File: config.mk
export PLATFORM = sky130hd
export DESIGN_NAME = modbus_rtu_read_response_parser
export DESIGN_NICKNAME = d
export VERILOG_FILES = /design/src/sv/mbrtu_pkg.sv /design/src/sv/modbus_rtu_read_response_parser.sv /design/src/sv/mbrtu_crc.sv
export SDC_FILE = /design/constraint.sdc
export NUM_CORES = 1
export LEC_CHECK = 0
export BUFFER_PORTS_ARGS = -buffer_cell sky130_fd_sc_hd__buf_2
export CAP_MARGIN = 20
export CORE_MARGIN = 5
export CORE_UTILIZATION = 40
export CTS_CLUSTER_SIZE = 30
export DETAILED_ROUTE_END_ITERATION = 10
export PLACE_DENSITY_LB_ADDON = 0.2
export SETUP_SLACK_MARGIN = 0.3
export SLEW_MARGIN = 40
export SYNTH_ARGS = -nofsm -noshare
export SYNTH_HDL_FRONTEND = slang
export SYNTH_SLANG_ARGS = --single-unit
File: constraint.sdc
create_clock -name clk -period 3.3 [get_ports clk]
set_clock_uncertainty 0.1 [all_clocks]
set_input_delay 0 -clock clk [delete_from_list [all_inputs] [get_ports clk]]
set_output_delay 0 -clock clk [all_outputs]
set_load 0.01 [all_outputs]
File: src/sv/mbrtu_pkg.sv
`default_nettype none

package mbrtu_pkg;

    localparam logic [15:0] CRC_INIT     = 16'hFFFF;
    localparam logic [15:0] CRC_POLY     = 16'hA001;
    localparam logic [7:0]  ADDR_DEFAULT = 8'd1;

    typedef enum logic [2:0] {
        PH_ADDR   = 3'd0,
        PH_FUNC   = 3'd1,
        PH_COUNT  = 3'd2,
        PH_DATA   = 3'd3,
        PH_CRC_LO = 3'd4,
        PH_CRC_HI = 3'd5
    } phase_t;

    typedef enum logic [2:0] {
        ST_CONSUMED = 3'd0,
        ST_PAYLOAD  = 3'd1,
        ST_OK       = 3'd2,
        ST_CRC_ERR  = 3'd3,
        ST_TIMEOUT  = 3'd4
    } status_t;

endpackage

`default_nettype wire

File: src/sv/modbus_rtu_read_response_parser.sv
// an accepted input transaction passes the input register, then the result register; output stalls delay it
// throughput: one item per cycle while the output is not stalled; every item gives exactly one result
// rate is set by the input register, the combinational crc/phase update and the result register
// reset (rst_n low, asynchronous): parser waits for an address, crc 0xffff,
// counters and held fields 0, address register 1, both stages empty
`default_nettype none

module modbus_rtu_read_response_parser
(
    input  logic        clk,
    input  logic        rst_n,

    input  logic        cfg_wr_en,
    input  logic [7:0]  cfg_wr_data,

    input  logic        s_axis_tvalid,
    output logic        s_axis_tready,
    input  logic [7:0]  s_axis_tdata,   // [7:0] rx_byte
    input  logic        s_axis_tuser,   // [0] mode

    output logic        m_axis_tvalid,
    input  logic        m_axis_tready,
    output logic [31:0] m_axis_tdata,   // [7:0] payload_byte, [15:8] payload_index,
                                        // [23:16] func_code, [31:24] byte_count
    output logic [2:0]  m_axis_tuser    // [2:0] status
);

    // input stage
    logic       in_valid_reg;
    logic       in_mode_reg;
    logic [7:0] in_byte_reg;

    // output stage
    logic        out_valid_reg;
    logic [2:0]  out_status_reg;
    logic [31:0] out_data_reg;

    // parser state
    logic [7:0]        server_addr_reg;
    mbrtu_pkg::phase_t phase_reg, phase_next;
    logic [15:0]       crc_reg, crc_next;
    logic [7:0]        seen_reg, seen_next;
    logic [7:0]        count_reg, count_next;
    logic [7:0]        func_reg, func_next;
    logic [7:0]        crc_lo_reg, crc_lo_next;

    mbrtu_pkg::status_t status;
    logic [7:0]         pbyte;
    logic [7:0]         pindex;
    logic [15:0]        crc_base;
    logic [15:0]        crc_fed;
    logic [7:0]         seen_inc;

    logic out_ready;
    logic advance;

    assign out_ready     = !out_valid_reg || m_axis_tready;
    assign s_axis_tready = !in_valid_reg || out_ready;
    assign advance       = in_valid_reg && out_ready;

    assign m_axis_tvalid = out_valid_reg;
    assign m_axis_tdata  = out_data_reg;
    assign m_axis_tuser  = out_status_reg;

    always_ff @(posedge clk or negedge rst_n)
    begin
        if (!rst_n)
        begin
            server_addr_reg <= mbrtu_pkg::ADDR_DEFAULT;
        end
        else if (cfg_wr_en)
        begin
            server_addr_reg <= cfg_wr_data;
        end
    end

    always_ff @(posedge clk or negedge rst_n)
    begin
        if (!rst_n)
        begin
            in_valid_reg <= 1'b0;
        end
        else if (s_axis_tready)
        begin
            in_valid_reg <= s_axis_tvalid;
        end
    end

    always_ff @(posedge clk)
    begin
        if (s_axis_tready && s_axis_tvalid)
        begin
            in_mode_reg <= s_axis_tuser;
            in_byte_reg <= s_axis_tdata;
        end
    end

    // crc continues inside a frame, restarts on an address byte
    assign crc_base = (phase_reg == mbrtu_pkg::PH_FUNC || phase_reg == mbrtu_pkg::PH_COUNT ||
                       phase_reg == mbrtu_pkg::PH_DATA) ? crc_reg : mbrtu_pkg::CRC_INIT;
    assign seen_inc = seen_reg + 8'd1;

    mbrtu_crc u_crc
    (
        .crc_in  (crc_base),
        .data    (in_byte_reg),
        .crc_out (crc_fed)
    );

    always_comb
    begin
        phase_next  = phase_reg;
        crc_next    = crc_reg;
        seen_next   = seen_reg;
        count_next  = count_reg;
        func_next   = func_reg;
        crc_lo_next = crc_lo_reg;
        status      = mbrtu_pkg::ST_CONSUMED;
        pbyte       = 8'h00;
        pindex      = 8'h00;

        if (in_mode_reg)
        begin
            phase_next  = mbrtu_pkg::PH_ADDR;
            crc_next    = mbrtu_pkg::CRC_INIT;
            seen_next   = 8'h00;
            count_next  = 8'h00;
            func_next   = 8'h00;
            crc_lo_next = 8'h00;
            status      = mbrtu_pkg::ST_TIMEOUT;
        end
        else
        begin
            unique case (phase_reg)
                mbrtu_pkg::PH_FUNC:
                begin
                    func_next  = in_byte_reg;
                    crc_next   = crc_fed;
                    phase_next = mbrtu_pkg::PH_COUNT;
                end
                mbrtu_pkg::PH_COUNT:
                begin
                    count_next = in_byte_reg;
                    crc_next   = crc_fed;
                    seen_next  = 8'h00;
                    // empty data field goes straight to the crc
                    phase_next = (in_byte_reg == 8'h00) ? mbrtu_pkg::PH_CRC_LO
                                                        : mbrtu_pkg::PH_DATA;
                end
                mbrtu_pkg::PH_DATA:
                begin
                    crc_next  = crc_fed;
                    status    = mbrtu_pkg::ST_PAYLOAD;
                    pbyte     = in_byte_reg;
                    pindex    = seen_reg;
                    seen_next = seen_inc;
                    if (seen_inc == count_reg)
                    begin
                        phase_next = mbrtu_pkg::PH_CRC_LO;
                    end
                end
                mbrtu_pkg::PH_CRC_LO:
                begin
                    crc_lo_next = in_byte_reg;
                    phase_next  = mbrtu_pkg::PH_CRC_HI;
                end
                mbrtu_pkg::PH_CRC_HI:
                begin
                    status      = ({in_byte_reg, crc_lo_reg} == crc_reg) ? mbrtu_pkg::ST_OK
                                                                         : mbrtu_pkg::ST_CRC_ERR;
                    phase_next  = mbrtu_pkg::PH_ADDR;
                    crc_next    = mbrtu_pkg::CRC_INIT;
                    seen_next   = 8'h00;
                    crc_lo_next = 8'h00;
                end
                default:
                begin
                    // waiting for address, unused codes included
                    phase_next = mbrtu_pkg::PH_ADDR;
                    if (in_byte_reg == server_addr_reg)
                    begin
                        crc_next    = crc_fed;
                        seen_next   = 8'h00;
                        count_next  = 8'h00;
                        func_next   = 8'h00;
                        crc_lo_next = 8'h00;
                        phase_next  = mbrtu_pkg::PH_FUNC;
                    end
                end
            endcase
        end
    end

    always_ff @(posedge clk or negedge rst_n)
    begin
        if (!rst_n)
        begin
            phase_reg  <= mbrtu_pkg::PH_ADDR;
            crc_reg    <= mbrtu_pkg::CRC_INIT;
            seen_reg   <= 8'h00;
            count_reg  <= 8'h00;
            func_reg   <= 8'h00;
            crc_lo_reg <= 8'h00;
        end
        else if (advance)
        begin
            phase_reg  <= phase_next;
            crc_reg    <= crc_next;
            seen_reg   <= seen_next;
            count_reg  <= count_next;
            func_reg   <= func_next;
            crc_lo_reg <= crc_lo_next;
        end
    end

    always_ff @(posedge clk or negedge rst_n)
    begin
        if (!rst_n)
        begin
            out_valid_reg <= 1'b0;
        end
        else if (out_ready)
        begin
            out_valid_reg <= in_valid_reg;
        end
    end

    always_ff @(posedge clk)
    begin
        if (advance)
        begin
            out_status_reg <= status;
            out_data_reg   <= {count_next, func_next, pindex, pbyte};
        end
    end

endmodule

`default_nettype wire

File: src/sv/mbrtu_crc.sv
`default_nettype none

// one byte of crc-16, reflected polynomial, bitwise over eight steps
module mbrtu_crc
(
    input  logic [15:0] crc_in,
    input  logic [7:0]  data,
    output logic [15:0] crc_out
);

    logic [15:0] crc_acc;

    always_comb
    begin
        crc_acc = crc_in ^ {8'h00, data};
        for (int i = 0; i < 8; i++)
        begin
            if (crc_acc[0])
            begin
                crc_acc = (crc_acc >> 1) ^ mbrtu_pkg::CRC_POLY;
            end
            else
            begin
                crc_acc = crc_acc >> 1;
            end
        end
        crc_out = crc_acc;
    end

endmodule

`default_nettype wire

# After elaboration in Yosys (flattened, before gate mapping)
# Index checks and enable logic that the tools add are counted.
# Widths: inputs -> output; s select.
word_totals:
  reg_bits: 105
  input_bits: 22
  word_cells: 89
classes:
  add_sub_neg: 1
  eq_ne: 12
  n_mux: 30
  bitwise_logic: 10
  reduce_logical: 22
op_table:
  columns: ["op", "n"]
  rows:
  - ["$mux 16", 11]
  - ["$mux 8", 7]
  - ["$pmux 16 s3", 1]
  - ["$pmux 8 s3", 2]
  - ["$pmux 8 s2", 2]
  - ["$not 2->3", 8]
  - ["$eq 16x16->1", 1]
  - ["$eq 8x8->1", 2]
  - ["$xor 16x8->16", 1]
  - ["$pmux 3 s5", 1]
  - ["$reduce_bool 4->1", 3]
  - ["$mux 3", 3]
  - ["$reduce_and 3->1", 3]
  - ["$add 8x1->8 const B", 1]
  - ["$logic_not 8->1", 1]
  - ["$reduce_or 4->1", 2]
  - ["$eq 3x2->1 const B", 2]
  - ["$eq 3x3->1 const B", 2]
  - ["$reduce_or 2->1", 3]
  - ["$logic_or 1x1->1", 4]
  - ["$ne 2x1->1 const B", 2]
  - ["$pmux 2 s2", 1]
  - ["$eq 3x1->1 const B", 1]
  - ["$ne 3x2->1 const B", 1]
  - ["7 further kinds", 10]

# Logic depth before layout (Yosys ltp)
logic_depth:
  depth_word: 24
  mapped_depth: 9
  mapped_depth_nobuf: 8

# Modules after synthesis
# From an unflattened synthesis, not the netlist that was laid out.
unflattened:
  hier_cells: 466
  hier_area_um2: 5246.3
by_module_without_submodules:
  columns: ["mod", "instances", "cells_each", "area_per_inst_um2", "seq_area_each_um2"]
  rows:
  - ["modbus_rtu_read_response_parser", 1, 437, 4962.3, 2869.0]
  - ["mbrtu_crc", 1, 29, 284.0, 0.0]

# Least setup slack after synthesis
# OpenSTA, ideal clock, no wires.
synth_timing:
  kind: "reg-to-reg"
  from: "register out_valid_reg (netlist: m_axis_tvalid)"
  to: "register seen_reg[7]"
  setup_ns: 0.096
  arrival_time_ns: 2.246
  required_ns: 3.104
  slack_ns: 0.858
  stages_incl_launch_ff: 7
  path_cell_list: "dfrtp_1 nand2b_1 nand2_1 clkinv_1 o31ai_1 o21ai_0 o31ai_1"
synth_via:
  elab_chain_cells: 4
synth_rtl:
  columns: ["item", "line_no", "rtl"]
  rows:
  - ["start: declaration", "modbus_rtu_read_response_parser.sv:34", "logic out_valid_reg;"]
  - ["start signal: assignment", "modbus_rtu_read_response_parser.sv:224", "out_valid_reg <= in_valid_reg;"]
  - ["$logic_not 1->1", "modbus_rtu_read_response_parser.sv:57", "assign out_ready = !out_valid_reg || m_axis_tready;"]
  - ["$logic_or 1x1->1", "modbus_rtu_read_response_parser.sv:57", null]
  - ["$logic_and 1x1->1", "modbus_rtu_read_response_parser.sv:59", "assign advance = in_valid_reg && out_ready;"]
  - ["named net advance", "modbus_rtu_read_response_parser.sv:55", "logic advance;"]
  - ["$reduce_and 3->1 (no source line)", null, null]
  - ["end signal: assignment", "modbus_rtu_read_response_parser.sv:209", "seen_reg <= seen_next;"]
  - ["end: declaration", "modbus_rtu_read_response_parser.sv:42", "logic [7:0] seen_reg, seen_next;"]
# The timed path passes the listed nets, and every way through them passes these cells.
# A chain may end at the register's enable or synchronous reset.

# Worst setup path in the final report
layout_timing:
  from: "register in_byte_reg[2]"
  to: "register crc_reg[6]"
layout_via:
  elab_chain_cells: 3
layout_rtl:
  columns: ["item", "line_no", "rtl"]
  rows:
  - ["start: declaration", "modbus_rtu_read_response_parser.sv:31", "logic [7:0] in_byte_reg;"]
  - ["start signal: assignment", "modbus_rtu_read_response_parser.sv:94", "in_byte_reg <= s_axis_tdata;"]
  - ["$eq 8x8->1", "modbus_rtu_read_response_parser.sv:180", "if (in_byte_reg == server_addr_reg)"]
  - ["$reduce_bool 4->1 (no source line)", null, null]
  - ["$reduce_and 3->1 (no source line)", null, null]
  - ["end signal: assignment", "modbus_rtu_read_response_parser.sv:199", "crc_reg <= mbrtu_pkg::CRC_INIT;"]
  - ["end signal: assignment", "modbus_rtu_read_response_parser.sv:208", "crc_reg <= crc_next;"]
  - ["end: declaration", "modbus_rtu_read_response_parser.sv:41", "logic [15:0] crc_reg, crc_next;"]
# Every way passes these cells.

==> results_dict.tcl <==
set metrics [dict create \
    diodes 0 \
    crit_family "simple AND/OR/NAND/NOR gates" \
    die_y_um 123 \
    grt-ovfl-total 0 \
    cts_hold_buf 29 \
    yosysWarningCount 0 \
    syn_avg_cell_area_um2 11.3 \
    area_growth_pct 20.7 \
    power_density_mw_per_mm2 614 \
    final_common_cell "buf_2" \
    grt_max_degree 44 \
    slew_viol_final 0 \
    ant_nets 0 \
    synth.cell_area_mm2 0.00515 \
    yosysSeqAreaShare 0.558 \
    final_layout_size_suffix_gt1_frac 0.217 \
    cpPeakStageDelay_ps 690 \
    num-fill-cells 1162 \
    placed_area_mm2 0.00563 \
    cts_max_path_buffers 2 \
    htree_levels 3 \
    root_buffer "clkbuf_16" \
    drt_iter0_markers 373 \
    cts-resized-gates 0 \
    antenna_found_initial 0 \
    worst_pin_slew_ps 767 \
    dpl.hpwl_mm 8.57 \
    largest_reg_flops 32 \
    num-nets-final 564 \
    vdd_drop_max_v 0.000395 \
    worstHoldPathType "primary input to async pin" \
    worstPathRequired_ps 3480 \
    cap_violations 0 \
    coreArea_mm2 0.0126 \
    crit_type "register to register" \
    setup_viol 0 \
    grt_pass1_wl_mm 20.3 \
    leakage_nw 2.48 \
    design_area_mm2 0.00621 \
    period_needed_ps 2730 \
    start_kind "register" \
    path_clk_slew_ps 70 \
    cp_slowest_cell "edfxtp_1" \
    fin_crit_sh 0.828 \
    ys_ff_latch 105 \
    postCtsSetupBuffers 0 \
    arrival_ps 2910 \
    wirelength_mm 12.4 \
    rsz0062_at_grt "no" \
    start_util 0.408 \
    routed_via_density 5.30 \
    netlist.area_leader.share 0.257 \
    die_x_um 123 \
    die_area_mm2 0.0152 \
    total_power_mw 3.81 \
    synth_cell_types 47 \
    drc 0 \
    async_flop_share 0.581 \
    path_max_fanout 11 \
    finalSetupTns_ps 0 \
    syn_nets 481 \
    vias 3799 \
    end_kind "register" \
    clock-sinks 105 \
    clock_latency_ps 350 \
    first_global_vias 3842 \
    groute.usage.overall 0.175 \
    cts_tree "yes" \
    syn_inst 457 \
    hold_viol_final 0 \
    rows 41 \
    ys.flop_type "edfxtp_1" \
    status "complete, no violations" \
    numCtsBuffers 9 \
    fmax_mhz 366 \
    ios 59 \
    first_pass_iters 7 \
    synth.area.top_cells "edfxtp_1 26%, dfrtp_1 21%, dfstp_2 8.7%" \
    final_cell_mix "57 x buf_2, 44 x dfrtp_1, 44 x edfxtp_1, 33 x o21ai_0, 33 x xor2_1" \
    numPortBuffers 58 \
    synth_top_area_cell "edfxtp_1" \
    critPathBufInv 1 \
    wl_per_cell_um 17.3 \
    gp_congestion 0.841 \
    path_cells "xor2_1 > nor4_1 > nand2_2 > o21ai_0 > a21oi_1 > nor2_1 > buf_4 > a2bb2oi_1" \
    synth_edf_count 44 \
    relSlewSlack 0.488 \
]
[metal layers]
layer  part of all wire  global-route usage
met5                  0                   0
met4              0.021              0.0581
met2               0.50               0.285
met1               0.43               0.232
met3              0.053              0.0380
[worst paths after layout]
| path | startpoint | end | slack [ps] | depth (start not counted) |
|---|---|---|---|---|
| setup / recovery | in_byte_reg[2] | crc_reg[6] | 570 | 8 |
| hold / removal | rst_n | server_addr_reg[5] | 100 | 2 |
| setup reg to reg | in_byte_reg[2] | crc_reg[6] | 570 | 8 |
| hold reg to reg | in_valid_reg | m_axis_tvalid | 400 | 1 |
| max in group asynchronous | rst_n | crc_reg[3] | 2330 | 3 |
| min in group clk | s_axis_tdata[7] | in_byte_reg[7] | 250 | 2 |
[logic make-up after synthesis]
family,share of synthesized area
buffers and inverters,0.0367
AOI/OAI and AO/OA,0.142
muxes,0.0175
DFF,0.558
and+or+nand+nor,0.120
adders and majority gates,0.00486
xor gates and xnor gates,0.121
[stage by stage]
| step | std cells | setup WS (ps) | utilization | hold WS [ps] |
|---|---|---|---|---|
| 2_1_floorplan | 457 | 858 | - | -396 |
| 3_3_place_gp | 672 | 574 | 0.445 | 76.9 |
| 3_5_place_dp | 672 | 581 | 0.446 | -49.8 |
| 4_1_cts | 717 | 549 | 0.492 | 111 |
| 5_1_grt | 717 | 318 | 0.492 | 170 |
| 6_report | 717 | 569 | 0.492 | 96.9 |
[area by class of cell]
class                   count  area [µm²]  area share
flip-flops and latches    105        2870       0.462
inverters                  16        60.1     0.00967
clock inverters             3        42.5     0.00685
repair buffers            100         681       0.110
multi-input cells         308        2090       0.337
clock buffers              13         250      0.0403
well taps                 172         215      0.0346
[where the power goes]
part,leakage [nW],internal (mW),switching [mW],total (mW)
registers,1.20,1.59,0.167,1.75
clock network,0.140,0.609,0.463,1.07
logic,1.14,0.489,0.498,0.986
total,2.48,2.68,1.13,3.81
[synth_stat cells (all sizes together), types with 2 or more instances]
cell     number
xnor2        33
o21bai        2
inv          15
nand2b        5
xor2         33
a22oi         8
and2         17
edfxtp       44
mux2          8
o31ai         9
nand2        24
a22o         16
o21ai        35
a21oi        19
ha            2
nor3         13
dfstp        17
nor2         29
nor4         12
buf          13
o22a          4
nand3        14
clkbuf       15
dfrtp        44
or3           4
a2bb2oi       7
a31oi         2
Power figures use the tool's default switching activity.
